$ cat src/design/packet_decimate_drift_align_top_assert.svh
// assertion macros for the packet decimator top level
`ifndef PACKET_DECIMATE_DRIFT_ALIGN_TOP_ASSERT_SVH
`define PACKET_DECIMATE_DRIFT_ALIGN_TOP_ASSERT_SVH

// same-cycle implication, checked on every rising edge outside reset
`define PDDA_ASSERT_IMP(lbl, ante, cons, msg) \
    lbl: assert property (@(posedge i_clk) disable iff (!i_rst_n) (ante) |-> (cons)) \
        else $error(msg);

// next-cycle implication, checked on every rising edge outside reset
`define PDDA_ASSERT_NXT(lbl, ante, cons, msg) \
    lbl: assert property (@(posedge i_clk) disable iff (!i_rst_n) (ante) |=> (cons)) \
        else $error(msg);

`endif

$ cat src/design/pdda_pkg.sv
// shared types and constants of the packet decimator
`default_nettype none
package pdda_pkg;
    localparam int MAX_CHANNELS_DEF = 32;
    localparam int SAMPLE_W         = 16;
    localparam int CHAN_W           = 5;
    localparam int COL_W            = 32;
    localparam int CFG_W            = 32;
    localparam int CFG_IDX_W        = 3;

    // configuration register indexes
    localparam logic [CFG_IDX_W-1:0] CFG_NUM_CHANNELS  = 3'd0;
    localparam logic [CFG_IDX_W-1:0] CFG_SKIP_FACTOR   = 3'd1;
    localparam logic [CFG_IDX_W-1:0] CFG_GAP_INTERVAL  = 3'd2;
    localparam logic [CFG_IDX_W-1:0] CFG_ADDED_SAMPLES = 3'd3;
    localparam logic [CFG_IDX_W-1:0] CFG_COLUMN_LIMIT  = 3'd4;

    // what happens to the current packet
    typedef enum logic [1:0] {
        ACT_NONE  = 2'd0,
        ACT_EMIT  = 2'd1,
        ACT_TWICE = 2'd2
    } t_action;
endpackage
`default_nettype wire

$ cat src/design/pdda_ram.sv
// generic single-write, single-read ram with registered read data
`default_nettype none
module pdda_ram #(
    parameter int WIDTH = 16,
    parameter int DEPTH = 32,
    parameter int AW    = (DEPTH > 1) ? $clog2(DEPTH) : 1
) (
    input  logic             i_clk,
    input  logic             i_we,
    input  logic [AW-1:0]    i_waddr,
    input  logic [WIDTH-1:0] i_wdata,
    input  logic             i_re,
    input  logic [AW-1:0]    i_raddr,
    output logic [WIDTH-1:0] o_rdata
);
    logic [WIDTH-1:0] r_mem [DEPTH];
    logic [WIDTH-1:0] r_rdata;

    always_ff @(posedge i_clk) begin
        if (i_we) begin
            r_mem[i_waddr] <= i_wdata;
        end
        if (i_re) begin
            r_rdata <= r_mem[i_raddr];
        end
    end

    assign o_rdata = r_rdata;
endmodule
`default_nettype wire

$ cat src/design/packet_decimate_drift_align_top.sv
// top level of the packet decimator with periodic drop or repeat correction
// a kept sample appears on the output register in the cycle after its input transfer
// throughput: one input sample per cycle while no replay runs and the output is taken
// replay of a repeated packet: each sample takes a ram read, then an output load, through
//   the one read port of the replay ram; input is stalled while the replay runs
// reset (synchronous, active low) clears counters and output valid and sets config to defaults;
//   the replay ram is not cleared, entries are always written before a replay reads them
`default_nettype none
module packet_decimate_drift_align_top #(
    parameter int MAX_CHANNELS = pdda_pkg::MAX_CHANNELS_DEF
) (
    input  logic                                  i_clk,
    input  logic                                  i_rst_n,
    // input sample channel
    input  logic                                  i_valid,
    output logic                                  o_stall,
    input  logic signed [pdda_pkg::SAMPLE_W-1:0]  i_sample_in,
    // result channel
    output logic                                  o_valid,
    input  logic                                  i_stall,
    output logic signed [pdda_pkg::SAMPLE_W-1:0]  o_sample_out,
    output logic        [pdda_pkg::CHAN_W-1:0]    o_channel_out,
    output logic        [pdda_pkg::COL_W-1:0]     o_column_out,
    output logic                                  o_column_end,
    output logic                                  o_repeated,
    // configuration write port
    input  logic                                  i_cfg_we,
    input  logic        [pdda_pkg::CFG_IDX_W-1:0] i_cfg_idx,
    input  logic        [pdda_pkg::CFG_W-1:0]     i_cfg_data
);
    import pdda_pkg::*;

    localparam int AW = (MAX_CHANNELS > 1) ? $clog2(MAX_CHANNELS) : 1;
    localparam logic [5:0] MAX_N = 6'(MAX_CHANNELS);

    // run: taking input; read: issue replay ram read; load: move read data to output
    typedef enum logic [1:0] {
        ST_RUN,
        ST_READ,
        ST_LOAD
    } t_state;

    // configuration registers
    logic [5:0]          r_num_ch;
    logic [15:0]         r_skip;
    logic [31:0]         r_gap;
    logic [16:0]         r_added;
    logic [COL_W-1:0]    r_col_limit;

    // packet tracking state
    logic [CHAN_W-1:0]   r_pos;
    logic [15:0]         r_phase;
    logic [31:0]         r_countdown;
    logic [16:0]         r_events;
    logic [COL_W-1:0]    r_cw;
    t_action             r_action;

    // replay sequencer
    t_state              r_state;
    logic [AW-1:0]       r_rep_idx;
    logic [AW-1:0]       r_rep_last;

    // output register
    logic                r_out_valid;
    logic [SAMPLE_W-1:0] r_out_sample;
    logic [CHAN_W-1:0]   r_out_chan;
    logic [COL_W-1:0]    r_out_col;
    logic                r_out_end;
    logic                r_out_rep;

    logic [SAMPLE_W-1:0] w_rdata;

    // effective channel count and skip factor
    logic [5:0]          w_n;
    logic [15:0]         w_skip;
    logic                w_last;
    logic                w_first;
    // correction decision
    logic                w_neg;
    logic [16:0]         w_mag;
    logic                w_corr;
    logic                w_fire;
    t_action             w_dec_action;
    t_action             w_action;
    // handshakes
    logic                w_out_free;
    logic                w_in_acc;
    logic                w_keep;
    logic [COL_W-1:0]    n_cw;
    logic [16:0]         n_phase_inc;
    logic [15:0]         n_phase;

    always_comb begin
        if (r_num_ch == 6'd0) begin
            w_n = 6'd1;
        end else if (r_num_ch > MAX_N) begin
            w_n = MAX_N;
        end else begin
            w_n = r_num_ch;
        end
    end

    assign w_skip  = (r_skip == 16'd0) ? 16'd1 : r_skip;
    assign w_last  = ({1'b0, r_pos} + 6'd1) >= w_n;
    assign w_first = (r_pos == '0);

    assign w_neg  = r_added[16];
    assign w_mag  = w_neg ? (17'd0 - r_added) : r_added;
    assign w_corr = (r_gap != 32'd0) && (w_mag != 17'd0) && (r_events < w_mag);
    assign w_fire = w_corr && (r_countdown <= 32'd1);

    // action of a packet, decided on its first sample
    always_comb begin
        if (r_phase != 16'd0) begin
            w_dec_action = ACT_NONE;
        end else if ((w_fire && w_neg) || (r_cw >= r_col_limit)) begin
            w_dec_action = ACT_NONE;
        end else if (w_fire) begin
            w_dec_action = ACT_TWICE;
        end else begin
            w_dec_action = ACT_EMIT;
        end
    end

    assign w_action = w_first ? w_dec_action : r_action;

    assign w_out_free = !r_out_valid || !i_stall;
    assign o_stall    = (r_state != ST_RUN) || !w_out_free;
    assign w_in_acc   = i_valid && !o_stall;
    assign w_keep     = (w_action != ACT_NONE);

    assign n_cw        = r_cw + 32'd1;
    assign n_phase_inc = {1'b0, r_phase} + 17'd1;
    assign n_phase     = (n_phase_inc >= {1'b0, w_skip}) ? 16'd0 : n_phase_inc[15:0];

    // kept samples are written as they pass; a replay reads them back in order
    pdda_ram #(
        .WIDTH (SAMPLE_W),
        .DEPTH (MAX_CHANNELS),
        .AW    (AW)
    ) u_replay_ram (
        .i_clk   (i_clk),
        .i_we    (w_in_acc && w_keep),
        .i_waddr (r_pos[AW-1:0]),
        .i_wdata (i_sample_in),
        .i_re    (r_state == ST_READ),
        .i_raddr (r_rep_idx),
        .o_rdata (w_rdata)
    );

    always_ff @(posedge i_clk) begin
        if (!i_rst_n) begin
            r_num_ch    <= 6'd1;
            r_skip      <= 16'd1;
            r_gap       <= 32'd0;
            r_added     <= 17'd0;
            r_col_limit <= '1;
            r_pos       <= '0;
            r_phase     <= 16'd0;
            r_countdown <= 32'd0;
            r_events    <= 17'd0;
            r_cw        <= '0;
            r_action    <= ACT_NONE;
            r_state     <= ST_RUN;
            r_rep_idx   <= '0;
            r_rep_last  <= '0;
            r_out_valid <= 1'b0;
        end else begin
            // output register drains on a transfer unless refilled below
            if (r_out_valid && !i_stall) begin
                r_out_valid <= 1'b0;
            end

            // the user must write configuration only while idle; the block does not enforce it
            if (i_cfg_we) begin
                case (i_cfg_idx)
                    CFG_NUM_CHANNELS:  r_num_ch <= i_cfg_data[5:0];
                    CFG_SKIP_FACTOR:   r_skip <= i_cfg_data[15:0];
                    CFG_GAP_INTERVAL: begin
                        r_gap       <= i_cfg_data;
                        r_countdown <= i_cfg_data;
                    end
                    CFG_ADDED_SAMPLES: r_added <= i_cfg_data[16:0];
                    CFG_COLUMN_LIMIT:  r_col_limit <= i_cfg_data;
                    default: ;
                endcase
            end

            case (r_state)
                ST_RUN: begin
                    if (w_in_acc) begin
                        if (w_first) begin
                            r_action <= w_dec_action;
                            // correction countdown runs only on packets at decimation phase zero
                            if (r_phase == 16'd0 && w_corr) begin
                                if (w_fire) begin
                                    r_countdown <= r_gap;
                                    r_events    <= r_events + 17'd1;
                                end else begin
                                    r_countdown <= r_countdown - 32'd1;
                                end
                            end
                        end
                        if (w_keep) begin
                            r_out_valid  <= 1'b1;
                            r_out_sample <= i_sample_in;
                            r_out_chan   <= r_pos;
                            r_out_col    <= r_cw;
                            r_out_end    <= w_last;
                            r_out_rep    <= 1'b0;
                        end
                        if (w_last) begin
                            if (w_keep) begin
                                r_cw <= n_cw;
                            end
                            // the copy goes out only if its column is still under the limit
                            if (w_action == ACT_TWICE && n_cw < r_col_limit) begin
                                r_state    <= ST_READ;
                                r_rep_idx  <= '0;
                                r_rep_last <= r_pos[AW-1:0];
                            end
                            r_pos   <= '0;
                            r_phase <= n_phase;
                        end else begin
                            r_pos <= r_pos + 5'd1;
                        end
                    end
                end
                ST_READ: begin
                    r_state <= ST_LOAD;
                end
                ST_LOAD: begin
                    // read data holds in the ram until the output register frees up
                    if (w_out_free) begin
                        r_out_valid  <= 1'b1;
                        r_out_sample <= w_rdata;
                        r_out_chan   <= CHAN_W'(r_rep_idx);
                        r_out_col    <= r_cw;
                        r_out_end    <= (r_rep_idx == r_rep_last);
                        r_out_rep    <= 1'b1;
                        if (r_rep_idx == r_rep_last) begin
                            r_state <= ST_RUN;
                            r_cw    <= n_cw;
                        end else begin
                            r_rep_idx <= r_rep_idx + 1'b1;
                            r_state   <= ST_READ;
                        end
                    end
                end
                default: begin
                    r_state <= ST_RUN;
                end
            endcase
        end
    end

    assign o_valid       = r_out_valid;
    assign o_sample_out  = r_out_sample;
    assign o_channel_out = r_out_chan;
    assign o_column_out  = r_out_col;
    assign o_column_end  = r_out_end;
    assign o_repeated    = r_out_rep;

`include "packet_decimate_drift_align_top_assert.svh"

    // a replay only runs for a packet marked to go out twice
    `PDDA_ASSERT_IMP(a_replay_twice, r_state != ST_RUN, r_action == ACT_TWICE, "replay without repeat action")
    // a free output slot during load always takes a copy sample
    `PDDA_ASSERT_NXT(a_load_fills, r_state == ST_LOAD && !r_out_valid, o_valid && o_repeated, "replay load lost")
    // the last copy sample closes the column and returns to input
    `PDDA_ASSERT_NXT(a_replay_end, r_state == ST_LOAD && w_out_free && r_rep_idx == r_rep_last, r_state == ST_RUN && o_column_end && o_repeated, "replay end wrong")

endmodule
`default_nettype wire
$ cat config.mk
export PLATFORM = sky130hd
export DESIGN_NAME = packet_decimate_drift_align_top
export DESIGN_NICKNAME = d
export VERILOG_FILES = /design/src/design/pdda_pkg.sv /design/src/design/pdda_ram.sv /design/src/design/packet_decimate_drift_align_top.sv
export VERILOG_INCLUDE_DIRS = /design/src /design/src/design
export SDC_FILE = /design/constraint.sdc
export NUM_CORES = 1
export LEC_CHECK = 0
export BUFFER_PORTS_ARGS = -buffer_cell sky130_fd_sc_hd__clkbuf_2
export CAP_MARGIN = 30
export CORE_ASPECT_RATIO = 1.1
export CORE_MARGIN = 3
export CORE_UTILIZATION = 40
export CTS_CLUSTER_SIZE = 14
export DETAILED_ROUTE_END_ITERATION = 10
export HOLD_SLACK_MARGIN = 0.1
export PLACE_DENSITY_LB_ADDON = 0.1
export SLEW_MARGIN = 10
export SYNTH_ARGS = -nofsm -noshare
export SYNTH_HDL_FRONTEND = slang
export SYNTH_SLANG_ARGS = --single-unit
$ cat constraint.sdc
create_clock -name i_clk -period 9.9 [get_ports i_clk]
set_input_delay 1.98 -clock i_clk [delete_from_list [all_inputs] [get_ports i_clk]]
set_output_delay 1.98 -clock i_clk [all_outputs]
set_load 0.005 [all_outputs]
# Word-level counts from Yosys, hierarchy flattened
# Memory sizes are Yosys's and may differ from the RTL's. A register that Yosys moved wholly into a read port is not among the register bits.
# Index checks and enable logic that the tools add are counted.
# Widths: inputs -> output; s select.
[word_totals] n_memories=1 out_inout_bits=57 word_cells=154 mem_bits_rw=512 reg_bits=275 input_bits=56
[op_classes] n_eq_ne=15 order_cmp=7 reduce_logical=41 addsub=8 mux=62
[mem_list] memory="u_replay_ram.r_mem" words=32 word_bits=16 rd=1 rd_ports_with_merged_regs=1 wr=1 line="pdda_ram.sv:16" rtl="logic [WIDTH-1:0] r_mem [DEPTH];"
[ops] operator="$mux 32" count=15
[ops] operator="$pmux 32 s2" count=2
[ops] operator="$mux 16" count=5
[ops] operator="$mux 5" count=9
[ops] operator="$add 32x1->32 const B" count=1
[ops] operator="$ge 32x32->1" count=1
[ops] operator="$le 32x1->1 const B" count=1
[ops] operator="$logic_not 16->1" count=2
[ops] operator="$lt 32x32->1" count=1
[ops] operator="$pmux 16 s2" count=1
[ops] operator="$reduce_bool 32->1" count=1
[ops] operator="$sub 32x1->32 const B" count=1
[ops] operator="$pmux 5 s2" count=2
[ops] operator="$add 16x1->17 const B" count=1
[ops] operator="$add 17x1->17 const B" count=1
[ops] operator="$ge 17x16->1" count=1
[ops] operator="$lt 17x17->1" count=1
[ops] operator="$mux 17" count=1
[ops] operator="$reduce_bool 17->1" count=1
[ops] operator="$sub 1x17->17 const A" count=1
[ops] operator="$mux 2" count=8
[ops] operator="$reduce_bool 16->1" count=1
[ops] operator="$ne 2x2->1 const B" count=7
[ops] operator="$mux 1" count=13
[ops] operator="other kinds (26)" count=55

# Depth between registers and ports, before layout
[depth] depth_word=17 mapped_depth=19

# Modules after synthesis
# From an unflattened synthesis, not the netlist that was laid out.
[unflattened] hier_cells=3062 area_unflattened_um2=36775.3
[by_module_without_submodules] mod="pdda_ram" n_inst=1 cells_each=1143 area_per_inst_um2=20694.8 seq_area_each_um2=15855.2
[by_module_without_submodules] mod="packet_decimate_drift_align_top" n_inst=1 cells_each=1919 area_per_inst_um2=16080.4 seq_area_each_um2=6055.8

# Least setup slack after synthesis
# OpenSTA, ideal clock, no wires.
[synth_timing] path_kind="in2reg" from="input port i_rst_n" to="register r_out_chan[0] (netlist: o_channel_out[0]), enable pin" n_path_buf=3 t_arrival_ps=5442 path_stages=5 path_slack_ps=3972 required_time_ps=9414 setup_ps=486 cell_sequence="buf_2 > clkbuf_1 > clkbuf_1 > nand2_1 > a21oi_1"
[synth_between] elab_chain_cells=1
[synth_lines] item="start, declared" line="packet_decimate_drift_align_top.sv:13" rtl="input logic i_rst_n,"
[synth_lines] item="$reduce_and 5->1 (no source line)"
[synth_lines] item="end signal, assigned" line="packet_decimate_drift_align_top.sv:207" rtl="r_out_chan <= r_pos;"
[synth_lines] item="end signal, assigned" line="packet_decimate_drift_align_top.sv:237" rtl="r_out_chan <= CHAN_W'(r_rep_idx);"
[synth_lines] item="end, declared" line="packet_decimate_drift_align_top.sv:66" rtl="logic [CHAN_W-1:0] r_out_chan;"
# No other way between the ends.
# A chain may end at the register's enable or synchronous reset.

# Final worst setup path
[layout_timing] from="register r_added[0]" to="memory u_replay_ram.r_mem[1][2], enable pin"
[layout_between] elab_chain_cells=15
[layout_lines] item="start, declared" line="packet_decimate_drift_align_top.sv:47" rtl="logic [16:0] r_added;"
[layout_lines] item="start signal, assigned" line="packet_decimate_drift_align_top.sv:183" rtl="CFG_ADDED_SAMPLES: r_added <= i_cfg_data[16:0];"
[layout_lines] item="$sub 1x17->17" line="packet_decimate_drift_align_top.sv:108" rtl="assign w_mag = w_neg ? (17'd0 - r_added) : r_added;"
[layout_lines] item="$mux 17 *" line="packet_decimate_drift_align_top.sv:108"
[layout_lines] item="branches (longest 2 deep; another with $lt 17x17->1)"
[layout_lines] item="$logic_and 1x1->1 *" line="packet_decimate_drift_align_top.sv:109" rtl="assign w_corr = (r_gap != 32'd0) && (w_mag != 17'd0) && (r_events < w_mag);"
[layout_lines] item="$logic_and 1x1->1 *" line="packet_decimate_drift_align_top.sv:110" rtl="assign w_fire = w_corr && (r_countdown <= 32'd1);"
[layout_lines] item="$logic_and 1x1->1" line="packet_decimate_drift_align_top.sv:116" rtl="end else if ((w_fire && w_neg) || (r_cw >= r_col_limit)) begin"
[layout_lines] item="$logic_or 1x1->1" line="packet_decimate_drift_align_top.sv:116"
[layout_lines] item="$mux 2 *" line="packet_decimate_drift_align_top.sv:116"
[layout_lines] item="$mux 2 *" line="packet_decimate_drift_align_top.sv:114" rtl="if (r_phase != 16'd0) begin"
[layout_lines] item="$mux 2 *"
[layout_lines] item="$reduce_bool 2->1 *" line="packet_decimate_drift_align_top.sv:130" rtl="assign w_keep = (w_action != ACT_NONE);"
[layout_lines] item="$logic_and 1x1->1 *" line="packet_decimate_drift_align_top.sv:143" rtl=".i_we (w_in_acc && w_keep),"
[layout_lines] item="$mux 1 *" line="pdda_ram.sv:20" rtl="if (i_we) begin"
[layout_lines] item="$mux 1 (implied by the code) *" line="pdda_ram.sv:21" rtl="r_mem[i_waddr] <= i_wdata;"
[layout_lines] item="end, declared" line="pdda_ram.sv:16"
# Mark *: on every way between the ends.

==> reports/results.ini <==
[critical_path]
cp_cell_sequence=inv_1, ha_1, nand2b_1, nor2_1, nand2_1, o31ai_1, xor2_1, ha_1, a21o_1, a21o_1, a21o_1, a211oi_1, nand2_1, a211o_4, o21ba_2, o21a_2, and3_1
r2r_slack_ns=4.44
crit_fanout=70
slowest_stage=and3_1
reg2reg_depth=17
crit_arrival_ns=5.73
rr_startpoint=r_added[0]
start_kind=register
r2r-end=u_replay_ram.r_mem[1][2]
worstPathRequired_ns=10.16
crit_path_end=u_replay_ram.r_mem[1][2]
crit_path_start=r_added[0]
crit_top_cell=a21o_1
crit_type=reg2reg
cp_slowest_stage_delay_ns=0.62
end_kind=register

[detailed_routing]
dr.pass1.iters=5
dr_wl_met2_um=46100
route.met3.wl_um=5670
drtIter0Drc=2013
vias=22400
top_layer=met5
viasPerCell=5.65
wire_per_inst_um=24.8
wl_met1_um=43500
drc=0
ant_nets=0
drt_wl_total_um=98200

[synthesis]
synth_area_leaders=edfxtp_1 (49%), dfxtp_1 (12%), mux4_2 (10%), ha_1 (4.0%), nand2_1 (3.8%)
post-synth-top-count-cell=edfxtp_1
synth_top_flop_cell=edfxtp_1
synth_warnings=0
synthesis.area_um2=35700
synth_top_cell_area_share_pct=49.0
syn_nets=2804
synth_common_cells=edfxtp_1 (583), nand2_1 (357), dfxtp_1 (220)
seq_area_frac_synth_pct=61.4
ys_seq_elements=803
syn_area_per_cell_um2=13.6
async_flop_share_pct=0
synthDistinctLibCells=77
synthCells=2634
synth_enable_flop_cells=583
yosysTopAreaCell=edfxtp_1

[pwr]
p_seq_share_pct=49.1
power_mw=7.56
irDropWorstVdd_mv=0.137
switching_share_pct=24.3
power.density_nw_per_um2=187
p_leak_nw=14.2
p_sw_mw=1.84
power.share.clock_pct=41.9
p_comb_share_pct=9.0
intPower_mw=5.72

[clocking]
cts_tree=done
postCtsSetupBuffers=0
cts_hold_buf=0
cts.repair.resized=0
cts_max_path_buffers=3
insertion_delay_ns=0.64
cts-root-buf=clkbuf_16
clkTransAtPathRegs_ns=0.06
cts_buffers=85
numClockSinks=803
cts_max_level=3

[global_routing]
grt_max_degree=126
grt_use_total_pct=20.8
grt_pass1_wl_um=146000
grt_pass1_vias=21800
antenna_found_initial=2
overflow=0

[timing]
fin_skew_ns=0.0257
tightest_slew_ns=0.985
period_share_pct=55.2
tns_ns=0
drv_slew=0
fmax_ghz=0.183
min_period_ns=5.46
rsz0062_at_grt=no
hold_viol=0
max-slew-margin-rel_pct=34.3
final-setup-viol-count=0

[layout]
diodes=0
area_growth_pct=13.1
stdcell_area_um2=40400
nNetsFinal=2893
drive_gt1_share_pct=18.1
nFillCells=7830

[floorplan]
ios=113
dieHeight_um=319
core_um2=88100
die-area_um2=92900
initial_utilization_pct=40.5
die_w_um=291
std_cell_rows=114

[place]
routabilityCongestion=0.889
placement.cell_area_um2=37500
io_buffers=112
hpwlAfterDp_um=65600

[min_path]
hold_path_class=reg2reg

[job]
drv_cap=0

[run_status]
status=finished clean

[layer usage]
| layer | vias to the layer above | global-route usage (%) |
|---|---|---|
| li1 | 10200 | - |
| met1 | 11300 | 29.4 |
| met2 | 728 | 33.7 |
| met3 | 149 | 2.88 |
| met4 | 2 | 6.39 |
| met5 | - | 0 |
[placed cells by master (no fill, tap or decap), types with 11 or more instances in the layout]
| cell type | Yosys | layout |
|---|---|---|
| nand2_1 | 357 | 357 |
| a21o_1 | 19 | 19 |
| ha_1 | 114 | 114 |
| a21boi_0 | 80 | 80 |
| a21oi_1 | 90 | 89 |
| inv_1 | 76 | 76 |
| mux4_2 | 160 | 160 |
| o211ai_1 | 44 | 44 |
| nor3_1 | 22 | 22 |
| edfxtp_1 | 583 | 583 |
| clkbuf_16 | 0 | 86 |
| o21ai_0 | 87 | 87 |
| nand4_1 | 27 | 27 |
| dfxtp_1 | 220 | 216 |
| nor4_1 | 29 | 29 |
| clkinv_2 | 0 | 14 |
| and3_1 | 51 | 50 |
| nand3_1 | 97 | 96 |
| mux2_2 | 35 | 35 |
| or3_1 | 36 | 36 |
| clkbuf_1 | 112 | 16 |
| xor2_1 | 40 | 40 |
| nor2b_1 | 15 | 13 |
| xnor2_1 | 59 | 59 |
| clkinv_1 | 1 | 17 |
| clkbuf_2 | 0 | 111 |
| and2_1 | 11 | 11 |
| mux2i_1 | 17 | 17 |
| buf_4 | 0 | 24 |
| nor2_1 | 66 | 65 |
| nand2b_1 | 13 | 13 |
[how the worst min path moves through the flow]
stage	slack (ns)	endpoint	depth (start not counted)	startpoint
6_report	0.47	r_rep_last[3]	2	r_rep_last[3]
5_1_grt	0.48	r_rep_last[2]	2	r_rep_last[2]
4_1_cts	0.47	r_rep_last[3]	2	r_rep_last[3]
3_5_place_dp	0.46	r_rep_last[3]	2	r_rep_last[3]
3_3_place_gp	0.46	r_rep_last[4]	2	r_rep_last[4]
2_1_floorplan	0.44	r_num_ch[0]	2	r_num_ch[0]
[cells by family (layout without fill, tap and decap cells)]
logic type,count (synthesis),in the layout,share of synthesized area [%]
DFF,803,803,61.4
buffers and inverters,223,384,2.41
adders and majority gates,114,114,4.00
muxes,213,213,11.7
AOI/OAI and AO/OA,409,409,7.60
and+or+nand+nor,773,773,10.5
xor gates and xnor gates,99,99,2.43
[state kept, by name, summed over array words and instances (netlist names), 17 cells and up]
name / flops
u_replay_ram.r_mem: 512
o_column_out: 32
r_col_limit: 32
r_countdown: 32
r_cw: 32
r_gap: 32
r_added: 17
r_events: 17
[power groups by stage]
stage	clock network (mW)	registers [mW]	logic, mW
global placement	0	3.78	0.669
global route	3.39	3.71	0.756
detailed placement	0	3.78	0.686
finish	3.16	3.71	0.682
CTS	3.24	3.71	0.689
floorplan	0	3.77	0.430
[worst max-delay path, delay by kind of cell, from the launching register on]
kind / cells / cell delay, ns
buffers and inverters: 1 / 0.10
flip-flops: 1 / 0.38
adder cells (fa/ha/maj): 2 / 0.54
XOR/XNOR: 1 / 0.21
AO/OA/AOI/OAI: 8 / 2.50
AND/OR/NAND/NOR: 5 / 1.27
[layout make-up]
class	count	area [um2]	area share [%]
multi-input cells	1608	13000	32.1
flip-flops and latches	803	21900	54.3
repair buffers	147	977	2.42
inverters	78	293	0.725
clock inverters	52	493	1.22
clock buffers	107	2280	5.65
well taps	1160	1450	3.59
[through the flow]
step | util [%] | setup WS [ns] | instances | hold WS (ns)
after global routing | 45.8 | 4.06 | 3955 | 0.482
after global placement | 42.4 | 4.63 | 3784 | 0.460
after floorplan | - | 3.97 | 2634 | 0.441
after detailed placement | 42.6 | 4.51 | 3791 | 0.463
after CTS | 45.7 | 4.50 | 3950 | 0.471
final | 45.8 | 4.44 | 3955 | 0.468
Power figures use the tool's default switching activity.
